File: src/hdl/isfd_pkg.sv
// ----------------------------------------------------------------------------
// isfd_pkg
// Shared types and constants for the IMU serial frame decoder.
// ----------------------------------------------------------------------------
package isfd_pkg;

  // Queue between framer and scaler
  localparam int unsigned QUEUE_DEPTH = 2;

  // Frame layout
  localparam logic [7:0] HEADER_RESET = 8'h55;
  localparam logic [3:0] LAST_POS     = 4'd10;   // position of the eleventh byte
  localparam logic [3:0] STORE_LAST   = 4'd7;    // last stored position

  // Frame type bytes
  localparam logic [7:0] TYPE_ACC   = 8'h51;
  localparam logic [7:0] TYPE_RATE  = 8'h52;
  localparam logic [7:0] TYPE_ANGLE = 8'h53;

  // Result kind codes
  localparam logic [1:0] KIND_ACC   = 2'd0;
  localparam logic [1:0] KIND_RATE  = 2'd1;
  localparam logic [1:0] KIND_ANGLE = 2'd2;

  // Scale multipliers: acc *49/40, rate *125/128, angle *45/64
  localparam logic [7:0] MUL_ACC   = 8'd49;
  localparam logic [7:0] MUL_RATE  = 8'd125;
  localparam logic [7:0] MUL_ANGLE = 8'd45;

  // acc: floor(p/40) = floor(floor(p/8)/5); bias keeps the dividend positive
  localparam logic [23:0] ACC_BIAS_Q  = 24'd204800;  // 5 * 40960
  localparam logic [17:0] ACC_BIAS_D  = 18'd40960;
  localparam logic [21:0] RECIP_5     = 22'd3355444; // ceil(2^24 / 5)

  typedef struct packed {
    logic [1:0]          kind;
    logic signed [15:0]  raw_x;
    logic signed [15:0]  raw_y;
    logic signed [15:0]  raw_z;
  } isfd_item_t;

  typedef struct packed {
    logic       push;
    isfd_item_t item;
  } isfd_push_t;

  typedef struct packed {
    logic       valid;
    isfd_item_t item;
  } isfd_head_t;

endpackage

File: src/hdl/isfd_front.sv
// ----------------------------------------------------------------------------
// isfd_front
// Byte framer: header match, position count, frame store, type classify.
// ----------------------------------------------------------------------------
module isfd_front (
  input  logic               clk,
  input  logic               rst_n,
  input  logic               cfg_valid,
  input  logic [7:0]         cfg_data,
  output logic               cfg_ready,
  input  logic               in_valid,
  input  logic [7:0]         in_rx_byte,
  output logic               in_ready,
  input  logic               q_ready,
  output isfd_pkg::isfd_push_t push
);
  import isfd_pkg::*;

  logic [7:0] header_r;
  logic [3:0] count_r, count_nxt;
  logic [7:0] store_r [7];
  logic       accept;
  logic       known;
  logic [1:0] kind;
  logic [2:0] wr_idx;

  assign cfg_ready = 1'b1;
  // only the frame-closing byte needs queue space
  assign in_ready  = (count_r != LAST_POS) || q_ready;
  assign accept    = in_valid && in_ready;
  assign wr_idx    = count_r[2:0] - 3'd1;

  always_comb begin
    count_nxt = count_r;
    if (accept) begin
      priority if (count_r == 4'd0) begin
        count_nxt = (in_rx_byte == header_r) ? 4'd1 : 4'd0;
      end else if (count_r == LAST_POS) begin
        count_nxt = 4'd0;
      end else begin
        count_nxt = count_r + 4'd1;
      end
    end
  end

  always_comb begin
    known = 1'b1;
    kind  = KIND_ACC;
    unique case (store_r[0])
      TYPE_ACC:   kind = KIND_ACC;
      TYPE_RATE:  kind = KIND_RATE;
      TYPE_ANGLE: kind = KIND_ANGLE;
      default:    known = 1'b0;
    endcase
  end

  always_comb begin
    push.push       = accept && (count_r == LAST_POS) && known;
    push.item.kind  = kind;
    push.item.raw_x = {store_r[2], store_r[1]};
    push.item.raw_y = {store_r[4], store_r[3]};
    push.item.raw_z = {store_r[6], store_r[5]};
  end

  always_ff @(posedge clk) begin
    if (!rst_n) begin
      header_r <= HEADER_RESET;
      count_r  <= 4'd0;
    end else begin
      if (cfg_valid && cfg_ready) begin
        header_r <= cfg_data;
      end
      count_r <= count_nxt;
    end
  end

  always_ff @(posedge clk) begin
    if (accept && (count_r != 4'd0) && (count_r <= STORE_LAST)) begin
      store_r[wr_idx] <= in_rx_byte;
    end
  end

  a_count_range: assert property (@(posedge clk) disable iff (!rst_n)
    count_r <= LAST_POS)
    else $error("byte count out of range");

endmodule

File: src/hdl/isfd_queue.sv
// ----------------------------------------------------------------------------
// isfd_queue
// Small FIFO of raw frames between framer and scaler.
// ----------------------------------------------------------------------------
module isfd_queue #(
  parameter int unsigned Depth = isfd_pkg::QUEUE_DEPTH
) (
  input  logic                 clk,
  input  logic                 rst_n,
  input  isfd_pkg::isfd_push_t push,
  output logic                 push_ready,
  output isfd_pkg::isfd_head_t head,
  input  logic                 pop
);
  import isfd_pkg::*;

  localparam int unsigned AW = (Depth > 1) ? $clog2(Depth) : 1;
  localparam int unsigned CW = $clog2(Depth + 1);
  localparam logic [AW-1:0] LAST_PTR = AW'(Depth - 1);
  localparam logic [CW-1:0] FULL_CNT = CW'(Depth);

  isfd_item_t    mem_r [Depth];
  logic [AW-1:0] wr_ptr_r, rd_ptr_r;
  logic [CW-1:0] count_r, count_nxt;
  logic          do_push, do_pop;

  assign push_ready = (count_r != FULL_CNT);
  assign do_push    = push.push;
  assign do_pop     = pop;
  assign head.valid = (count_r != '0);
  assign head.item  = mem_r[rd_ptr_r];

  always_comb begin
    count_nxt = count_r;
    unique case ({do_push, do_pop})
      2'b10:   count_nxt = count_r + 1'b1;
      2'b01:   count_nxt = count_r - 1'b1;
      default: count_nxt = count_r;
    endcase
  end

  always_ff @(posedge clk) begin
    if (!rst_n) begin
      wr_ptr_r <= '0;
      rd_ptr_r <= '0;
      count_r  <= '0;
    end else begin
      if (do_push) begin
        wr_ptr_r <= (wr_ptr_r == LAST_PTR) ? '0 : wr_ptr_r + 1'b1;
      end
      if (do_pop) begin
        rd_ptr_r <= (rd_ptr_r == LAST_PTR) ? '0 : rd_ptr_r + 1'b1;
      end
      count_r <= count_nxt;
    end
  end

  always_ff @(posedge clk) begin
    if (do_push) begin
      mem_r[wr_ptr_r] <= push.item;
    end
  end

  a_no_overflow: assert property (@(posedge clk) disable iff (!rst_n)
    do_push |-> (count_r != FULL_CNT) || do_pop)
    else $error("push into full queue");

  a_no_underflow: assert property (@(posedge clk) disable iff (!rst_n)
    do_pop |-> (count_r != '0))
    else $error("pop from empty queue");

  a_count_bound: assert property (@(posedge clk) disable iff (!rst_n)
    count_r <= FULL_CNT)
    else $error("queue count beyond depth");

endmodule

File: src/hdl/isfd_back.sv
// ----------------------------------------------------------------------------
// isfd_back
// Scaler pipeline: multiply, divide/shift, bias correct into output register.
// ----------------------------------------------------------------------------
module isfd_back (
  input  logic                 clk,
  input  logic                 rst_n,
  input  isfd_pkg::isfd_head_t head,
  output logic                 pop,
  output logic                 out_valid,
  input  logic                 out_ready,
  output logic [1:0]           out_kind,
  output logic signed [16:0]   out_axis_x,
  output logic signed [16:0]   out_axis_y,
  output logic signed [16:0]   out_axis_z
);
  import isfd_pkg::*;

  // stage 2: shift for rate/angle, divide by 40 for acceleration
  function automatic logic [17:0] scale_mid(input logic [1:0] kind,
                                            input logic signed [23:0] p);
    logic signed [23:0] q;
    logic [23:0]        u;
    logic [40:0]        m;
    logic signed [23:0] sh;
    q  = p >>> 3;
    u  = q + ACC_BIAS_Q;
    m  = 41'(u[18:0]) * 41'(RECIP_5);
    sh = (kind == KIND_RATE) ? (p >>> 7) : (p >>> 6);
    return (kind == KIND_ACC) ? {1'b0, m[40:24]} : sh[17:0];
  endfunction

  // output stage: remove the acceleration bias
  function automatic logic [16:0] scale_out(input logic [1:0] kind,
                                            input logic [17:0] v);
    logic [17:0] d;
    d = v - ACC_BIAS_D;
    return (kind == KIND_ACC) ? d[16:0] : v[16:0];
  endfunction

  logic               s1_v_r, s1_v_nxt;
  logic [1:0]         s1_kind_r;
  logic signed [23:0] s1_p_r [3];
  logic               s2_v_r, s2_v_nxt;
  logic [1:0]         s2_kind_r;
  logic [17:0]        s2_val_r [3];
  logic               out_v_r, out_v_nxt;
  logic               s1_load, s2_load, out_load;
  logic [7:0]         mul;
  logic signed [24:0] prod [3];

  assign out_load = s2_v_r && (!out_v_r || out_ready);
  assign s2_load  = s1_v_r && (!s2_v_r || out_load);
  assign s1_load  = head.valid && (!s1_v_r || s2_load);
  assign pop      = s1_load;
  assign out_valid = out_v_r;

  always_comb begin
    unique case (head.item.kind)
      KIND_ACC:   mul = MUL_ACC;
      KIND_RATE:  mul = MUL_RATE;
      default:    mul = MUL_ANGLE;
    endcase
    prod[0] = head.item.raw_x * $signed({1'b0, mul});
    prod[1] = head.item.raw_y * $signed({1'b0, mul});
    prod[2] = head.item.raw_z * $signed({1'b0, mul});
  end

  always_comb begin
    s1_v_nxt  = s1_load ? 1'b1 : (s2_load ? 1'b0 : s1_v_r);
    s2_v_nxt  = s2_load ? 1'b1 : (out_load ? 1'b0 : s2_v_r);
    out_v_nxt = out_load ? 1'b1 : (out_ready ? 1'b0 : out_v_r);
  end

  always_ff @(posedge clk) begin
    if (!rst_n) begin
      s1_v_r  <= 1'b0;
      s2_v_r  <= 1'b0;
      out_v_r <= 1'b0;
    end else begin
      s1_v_r  <= s1_v_nxt;
      s2_v_r  <= s2_v_nxt;
      out_v_r <= out_v_nxt;
    end
  end

  always_ff @(posedge clk) begin
    if (s1_load) begin
      s1_kind_r <= head.item.kind;
      for (int i = 0; i < 3; i++) begin
        s1_p_r[i] <= prod[i][23:0];
      end
    end
    if (s2_load) begin
      s2_kind_r <= s1_kind_r;
      for (int i = 0; i < 3; i++) begin
        s2_val_r[i] <= scale_mid(s1_kind_r, s1_p_r[i]);
      end
    end
    if (out_load) begin
      out_kind   <= s2_kind_r;
      out_axis_x <= scale_out(s2_kind_r, s2_val_r[0]);
      out_axis_y <= scale_out(s2_kind_r, s2_val_r[1]);
      out_axis_z <= scale_out(s2_kind_r, s2_val_r[2]);
    end
  end

  a_out_kind: assert property (@(posedge clk) disable iff (!rst_n)
    out_v_r |-> (out_kind == KIND_ACC) || (out_kind == KIND_RATE) ||
                (out_kind == KIND_ANGLE))
    else $error("result with invalid kind");

  a_s2_held: assert property (@(posedge clk) disable iff (!rst_n)
    (s2_v_r && out_v_r && !out_ready) |=> s2_v_r)
    else $error("stage 2 item lost under stall");

endmodule

File: src/hdl/imu_serial_frame_decoder_top.sv
// ----------------------------------------------------------------------------
// imu_serial_frame_decoder_top
// IMU 11-byte serial frame decoder: framer, frame queue, scaler pipeline.
// ----------------------------------------------------------------------------
// Feed one received byte per transfer on the in_ channel; the block takes a
// byte every cycle and only holds in_ready low on the eleventh byte of a
// frame when the frame queue is full. A frame opens with the byte in the
// header register (0x55 after reset; the user rewrites it through the cfg_
// channel only while idle, the block itself does not enforce this); any
// other byte at position zero is dropped. On the eleventh byte, type
// 0x51/0x52/0x53 queues a frame of kind acceleration, angular rate or angle;
// other types are dropped, and the checksum is not checked. A frame is queued
// at the edge that takes its eleventh byte. Out_valid for it rises after the
// queue entry, a multiply stage, a shift / divide-by-five stage and the
// output register. The scaler takes one frame per cycle while its output is
// not stalled, so the sustained rate is one byte per cycle; output stalls
// back up into the QueueDepth-entry queue and from there to the byte input.
// Values are floor-rounded fixed point: acceleration raw*49/40 in 1/256
// m/s^2, rate raw*125/128 in 1/64 deg/s, angle raw*45/64 in 1/128 degree.
// ----------------------------------------------------------------------------
module imu_serial_frame_decoder_top #(
  parameter int unsigned QueueDepth = isfd_pkg::QUEUE_DEPTH  // range 1 and up
) (
  input  logic               clk,
  input  logic               rst_n,
  // header register write
  input  logic               cfg_valid,
  input  logic [7:0]         cfg_data,
  output logic               cfg_ready,
  // received bytes
  input  logic               in_valid,
  output logic               in_ready,
  input  logic [7:0]         in_rx_byte,
  // decoded results
  output logic               out_valid,
  input  logic               out_ready,
  output logic [1:0]         out_kind,
  output logic signed [16:0] out_axis_x,
  output logic signed [16:0] out_axis_y,
  output logic signed [16:0] out_axis_z
);
  import isfd_pkg::*;

  isfd_push_t push;      // framer -> queue
  isfd_head_t head;      // queue  -> scaler
  logic       q_ready;
  logic       pop;

  // front: header match, byte count, frame store, type classify
  isfd_front u_front (
    .clk        (clk),
    .rst_n      (rst_n),
    .cfg_valid  (cfg_valid),
    .cfg_data   (cfg_data),
    .cfg_ready  (cfg_ready),
    .in_valid   (in_valid),
    .in_rx_byte (in_rx_byte),
    .in_ready   (in_ready),
    .q_ready    (q_ready),
    .push       (push)
  );

  // decoupling queue of raw frames
  isfd_queue #(
    .Depth (QueueDepth)
  ) u_queue (
    .clk        (clk),
    .rst_n      (rst_n),
    .push       (push),
    .push_ready (q_ready),
    .head       (head),
    .pop        (pop)
  );

  // back: three-stage scaler ending in the output register
  isfd_back u_back (
    .clk        (clk),
    .rst_n      (rst_n),
    .head       (head),
    .pop        (pop),
    .out_valid  (out_valid),
    .out_ready  (out_ready),
    .out_kind   (out_kind),
    .out_axis_x (out_axis_x),
    .out_axis_y (out_axis_y),
    .out_axis_z (out_axis_z)
  );

endmodule

File: config.mk
export PLATFORM = sky130hd
export DESIGN_NAME = imu_serial_frame_decoder_top
export DESIGN_NICKNAME = d
export VERILOG_FILES = /design/src/hdl/isfd_pkg.sv /design/src/hdl/isfd_front.sv /design/src/hdl/isfd_queue.sv /design/src/hdl/isfd_back.sv /design/src/hdl/imu_serial_frame_decoder_top.sv
export SDC_FILE = /design/constraint.sdc
export NUM_CORES = 2
export LEC_CHECK = 0
export ABC_AREA = 1
export BUFFER_PORTS_ARGS = -buffer_cell sky130_fd_sc_hd__buf_2
export CORE_MARGIN = 1
export CORE_UTILIZATION = 45
export CTS_BUF_LIST = sky130_fd_sc_hd__clkbuf_4
export DETAILED_ROUTE_END_ITERATION = 8
export SLEW_MARGIN = 15
export SYNTH_ARGS = -nofsm -noshare
export SYNTH_HDL_FRONTEND = slang
export SYNTH_SLANG_ARGS = --single-unit
File: constraint.sdc
create_clock -name clk -period 12.9 [get_ports clk]
set_input_delay 0.645 -clock clk [delete_from_list [all_inputs] [get_ports clk]]
set_output_delay 0.645 -clock clk [all_outputs]
set_load 0.005 [all_outputs]
# Word level (Yosys, flattened, before mapping)
# Memories as Yosys holds them, arrays and structs flattened. A register that Yosys moved wholly into a read port is not among the register bits.
# Cells that the tools add are included.
# totals
output_inout_bits,56
in_bits,21
register_bits,76
mem_bits_ro,0
elab_cells,108
latch_bits,0
ramBits,282
mem_count,4
# mem_list
memory,words,word_bits,rd,rd_ports_with_merged_regs,wr,line,text
u_queue.mem_r,2,50,1,1,1,isfd_queue.sv:22,isfd_item_t mem_r [Depth];
u_back.s1_p_r,3,24,3,0,3,isfd_back.sv:43,logic signed [23:0] s1_p_r [3];
u_front.store_r,7,8,7,0,1,isfd_front.sv:21,logic [7:0] store_r [7];
u_back.s2_val_r,3,18,3,0,3,isfd_back.sv:46,logic [17:0] s2_val_r [3];
# classes
n_mux,34
n_mul,6
n_lt_le_gt_ge,1
n_addsub,12
reduce_logical,26
n_shift,0
eq_ne,11
bitwise,0
div,0
# ops
operator,n
19-bit by 20-bit multiplier with 39-bit output (second input constant),3
17-bit 2-to-1 mux,6
16-bit by 8-bit multiplier with 24-bit output,3
19-bit adder (second input constant),3
18-bit 2-to-1 mux,3
17-bit by 16-bit subtractor with 17-bit output (second input constant),3
8-bit by 7-bit equality test with 1-bit output (second input constant),3
1-bit 2-to-1 mux,20
7-bit one-hot mux with 2 select lines,1
2-bit nonzero test,5
8-bit equality test,1
1-bit logical AND,8
4-bit 2-to-1 mux,2
2-bit one-hot mux with 2 select lines,2
2-bit by 1-bit equality test with 1-bit output (second input constant),3
2-bit logical NOT,3
4-bit by 1-bit adder with 4-bit output (second input constant),1
4-bit equality test (second input constant),1
4-bit by 3-bit <= comparator with 1-bit output (second input constant),1
4-bit logical NOT,1
1-bit logical OR,4
4-bit inequality test (second input constant),1
4-bit nonzero test,1
1-bit logical NOT,3
7 further kinds,8

# Longest topological paths before layout
# depth
depth_word,9
ltp_mapped,30
ltp_nobuf,30

# Cells and area by module
# From an unflattened synthesis, not the netlist that was laid out.
# unflattened
cells_unflattened,4423
hier_area_um2,41282.1
# modules_own_cells
mod,seq_area_each_um2,area_each_um2,n_inst,cells_per_inst
isfd_back,5195.0,34654.5,1,4046
isfd_queue,3103.0,4090.2,1,190
isfd_front,1921.8,2537.4,1,187

# Least setup slack after synthesis
# No wires, ideal clock.
# synth_path
kind,reg-to-reg
start,"mem u_back.s1_p_r[2][16], in the netlist u_back.s1_p_r[0][64]"
end,"mem u_back.s2_val_r[2][13], in the netlist u_back.s2_val_r[0][49], data pin"
synth_period_minus_slack_ns,5.539
t_required_ns,12.647
path_slack_ns,7.361
t_arrival_ns,5.286
stages_incl_launch_ff,25
setup_time_ns,0.253
path_buffers,0
path_cell_list,edfxtp_1 ha_1 nand2_1 nand2_1 xor2_2 nand2_1 inv_1 or2_2 fa_1 fa_1 inv_1 fa_1 inv_1 fa_1 fa_1 inv_1 ha_1 a21oi_1 o21a_1 a21boi_0 nor2_1 nor2_1 nand3_1 nand3_1 nand2_1
# synth_rtl
element,line
"start, declared",isfd_back.sv:43
"end, declared",isfd_back.sv:46

==> impl_metrics.tcl <==
set metrics [dict create \
    status "completed" \
    initial_utilization_pct 45.4 \
    gr-total-overflow 0 \
    cts_hold_buffers 15 \
    crit_cells 24 \
    final_common_cell "inv_1" \
    die_area_sq_mm 0.0918 \
    max-slew-margin-rel_pct 26.4 \
    avgSynthCellArea_sq_um 9.14 \
    antenna_found_initial 2 \
    crit_top_cell "nand2_1" \
    fin_worst_skew_ns 0.0638 \
    syn_inst 4462 \
    cts_buffers 95 \
    yosysSeqAreaShare_pct 25.1 \
    portBuffers 75 \
    fill_cells 8599 \
    synth_edf_count 327 \
    cp_top_family "adder cells" \
    synthTopCellsByArea "fa_1, edfxtp_1, ha_1, inv_1, nand2_1" \
    syn_to_final_growth_pct 7.81 \
    path_class "reg -> reg" \
    grt_setup_unrepaired "no" \
    ys_types 52 \
    end_kind "flip-flop" \
    syn_nets 5556 \
    tns_ns 0 \
    fin_crit_ns 6.53 \
    cp_max_fo 30 \
    ctsResizeCount 0 \
    clk_latency_ns 0.93 \
    tightest_slew_ns 1.10 \
    via_count 28900 \
    worstSetupStartpointType "flip-flop" \
    path_clk_slew_ns 0.07 \
    grt_pass1_vias 29900 \
    die_height_microns 303 \
    ff2ff_path_depth 24 \
    row_count 110 \
    cts.sinks 347 \
    final_cell_mix "inv_1, nand2_1, ha_1, fa_1, nor2_1" \
    gp_congestion 0.933 \
    drt_drc_violations_left 0 \
    grt_pass1_wl_microns 156000 \
    syn_area_sq_mm 0.0408 \
    grt.total_usage_pct 21.8 \
    h-tree-depth 3 \
    wl_per_cell_microns 16.4 \
    holdPathStages 2 \
    yosysWarnings 0 \
    postCtsSetupBuffers 0 \
    cts.path.max_buffers 3 \
    fmax_mhz 153 \
    synth_top_area_share_pct 24.2 \
    dp.cells 5685 \
    die_w_microns 303 \
    ios 77 \
    drt-pass1-iter-count 5 \
    grt_max_degree 68 \
    cap_violations 0 \
    dpl.hpwl_microns 81300 \
    coreArea_sq_mm 0.0899 \
    cp_slowest_cell "dfxtp_2" \
    fin_util_pct 48.9 \
    critPathRequiredTime_ns 13.56 \
    final_cell_count_no_fill 5876 \
    ys_ff_latch 347 \
    maxSlewViolCount 0 \
    final-setup-viol-count 0 \
    wl_microns 96400 \
    async_reset_ff_share_pct 0 \
    max_stage_delay_ns 0.72 \
    finalCritPeriodShare_pct 50.6 \
    ant_nets 0 \
    cts_tree "done" \
    synth_flop_cell "edfxtp_1" \
    drive_above_1_share_pct 5.79 \
    first_iter_violations 1447 \
    worstPathArrival_ns 7.19 \
    report.final.hold_viol_count 0 \
    viasPerCell 4.93 \
    yosys.area.top_type "fa_1" \
    cts-root-buf "clkbuf_4" \
    fin_nets 5715 \
    hp-class "in -> reg" \
    crit_chain "nand2_1 > o21ai_2 > buf_4 > inv_2 > nor2_4 > inv_2 > nand2_1 > fa_1 > inv_1 > fa_1 > inv_1 > fa_1 > inv_1 > fa_1 > ha_1 > a21o_1 > a21oi_1 > nand2_1 > a21oi_1 > o21ai_2 > nand2_1 > nand2_1 > nand2_1 > nand2_1" \
    path_buf_inv 6 \
]
per-layer routing:
layer | global-route usage (%) | up-vias | wire length, microns
met5 | 0 | - | 27
met4 | 6.32 | 4 | 2340
met3 | 3.42 | 131 | 5180
met2 | 34.4 | 678 | 42600
met1 | 30.9 | 13700 | 46200
li1 | - | 14400 | -
stage by stage:
| stage | setup WS [ns] | hold WS (ns) | area [sq um] |
|---|---|---|---|
| after floorplan | 7.36 | 0.400 | 40800 |
| after global placement | 6.42 | 0.401 | 42600 |
| after detailed placement | 6.29 | 0.405 | 42600 |
| after CTS | 6.32 | 0.00831 | 44000 |
| after global routing | 5.85 | 0.0327 | 44000 |
| final | 6.37 | 0.112 | 44000 |
worst paths after layout:
| kind | from | end | slack (ns) |
|---|---|---|---|
| hold reg to reg | u_back.s2_val_r[0][45] | u_back.out_axis_z[9] | 0.41 |
| setup / recovery | flip-flop | u_back.s1_p_r[0][21] | 6.37 |
| setup reg to reg | flip-flop | u_back.s1_p_r[0][21] | 6.37 |
| hold / removal | rst_n | u_front.header_r[4] | 0.11 |
flip-flops by register name, indices dropped and copies added, names as in the netlist, 4 cells and up, named ones only:
signal / flops
u_front.header_r: 8
u_front.store_r: 56
u_back.s2_val_r: 51
u_back.out_axis_y: 17
u_back.s1_p_r: 63
u_back.out_axis_z: 17
u_front.count_r: 4
u_back.out_axis_x: 17
u_queue.mem_r: 100
cells by family after synthesis:
family / after synthesis / share of synthesized area (%)
AO/OA/AOI/OAI: 480 / 6.67
XOR/XNOR: 92 / 2.06
adder cells (fa/ha/maj): 1073 / 42.0
buffers and inverters: 1259 / 11.7
flip-flops: 347 / 25.1
multiplexers: 17 / 0.420
other: 1 / 0.00920
AND/OR/NAND/NOR: 1193 / 12.1
area by class of cell:
class	count	area [sq um]	area share [%]
antenna	1	2.50	0.00569
clock buffer	127	953	2.17
clock inverter	48	287	0.652
inverter	1217	4570	10.4
multi-input combinational	2856	25800	58.7
sequential	347	10200	23.3
tap	1176	1470	3.35
timing repair buffer	104	631	1.43
worst register-to-register path, cell delays in order, from the launching register on:
cell,delay (ns)
dfxtp_2,0.72
nand2_1,0.14
o21ai_2,0.07
buf_4,0.35
inv_2,0.31
nor2_4,0.71
inv_2,0.44
nand2_1,0.26
fa_1,0.44
inv_1,0.09
fa_1,0.38
inv_1,0.08
fa_1,0.41
inv_1,0.08
fa_1,0.41
ha_1,0.35
a21o_1,0.21
a21oi_1,0.13
nand2_1,0.10
a21oi_1,0.26
o21ai_2,0.12
nand2_1,0.10
nand2_1,0.05
nand2_1,0.06
nand2_1,0.05
cell usage after synthesis, types with 39 or more instances:
master	count
o22ai_1	42
fa_1	492
nand2_1	603
ha_1	581
xor2_1	67
inv_1	1211
a21oi_1	183
nor3_1	39
nor2_1	336
edfxtp_1	327
o21ai_0	147
nand3_1	137
Power is not shown: default switching activity piles up to over one toggle a cycle in this logic, so the estimate is an artifact.
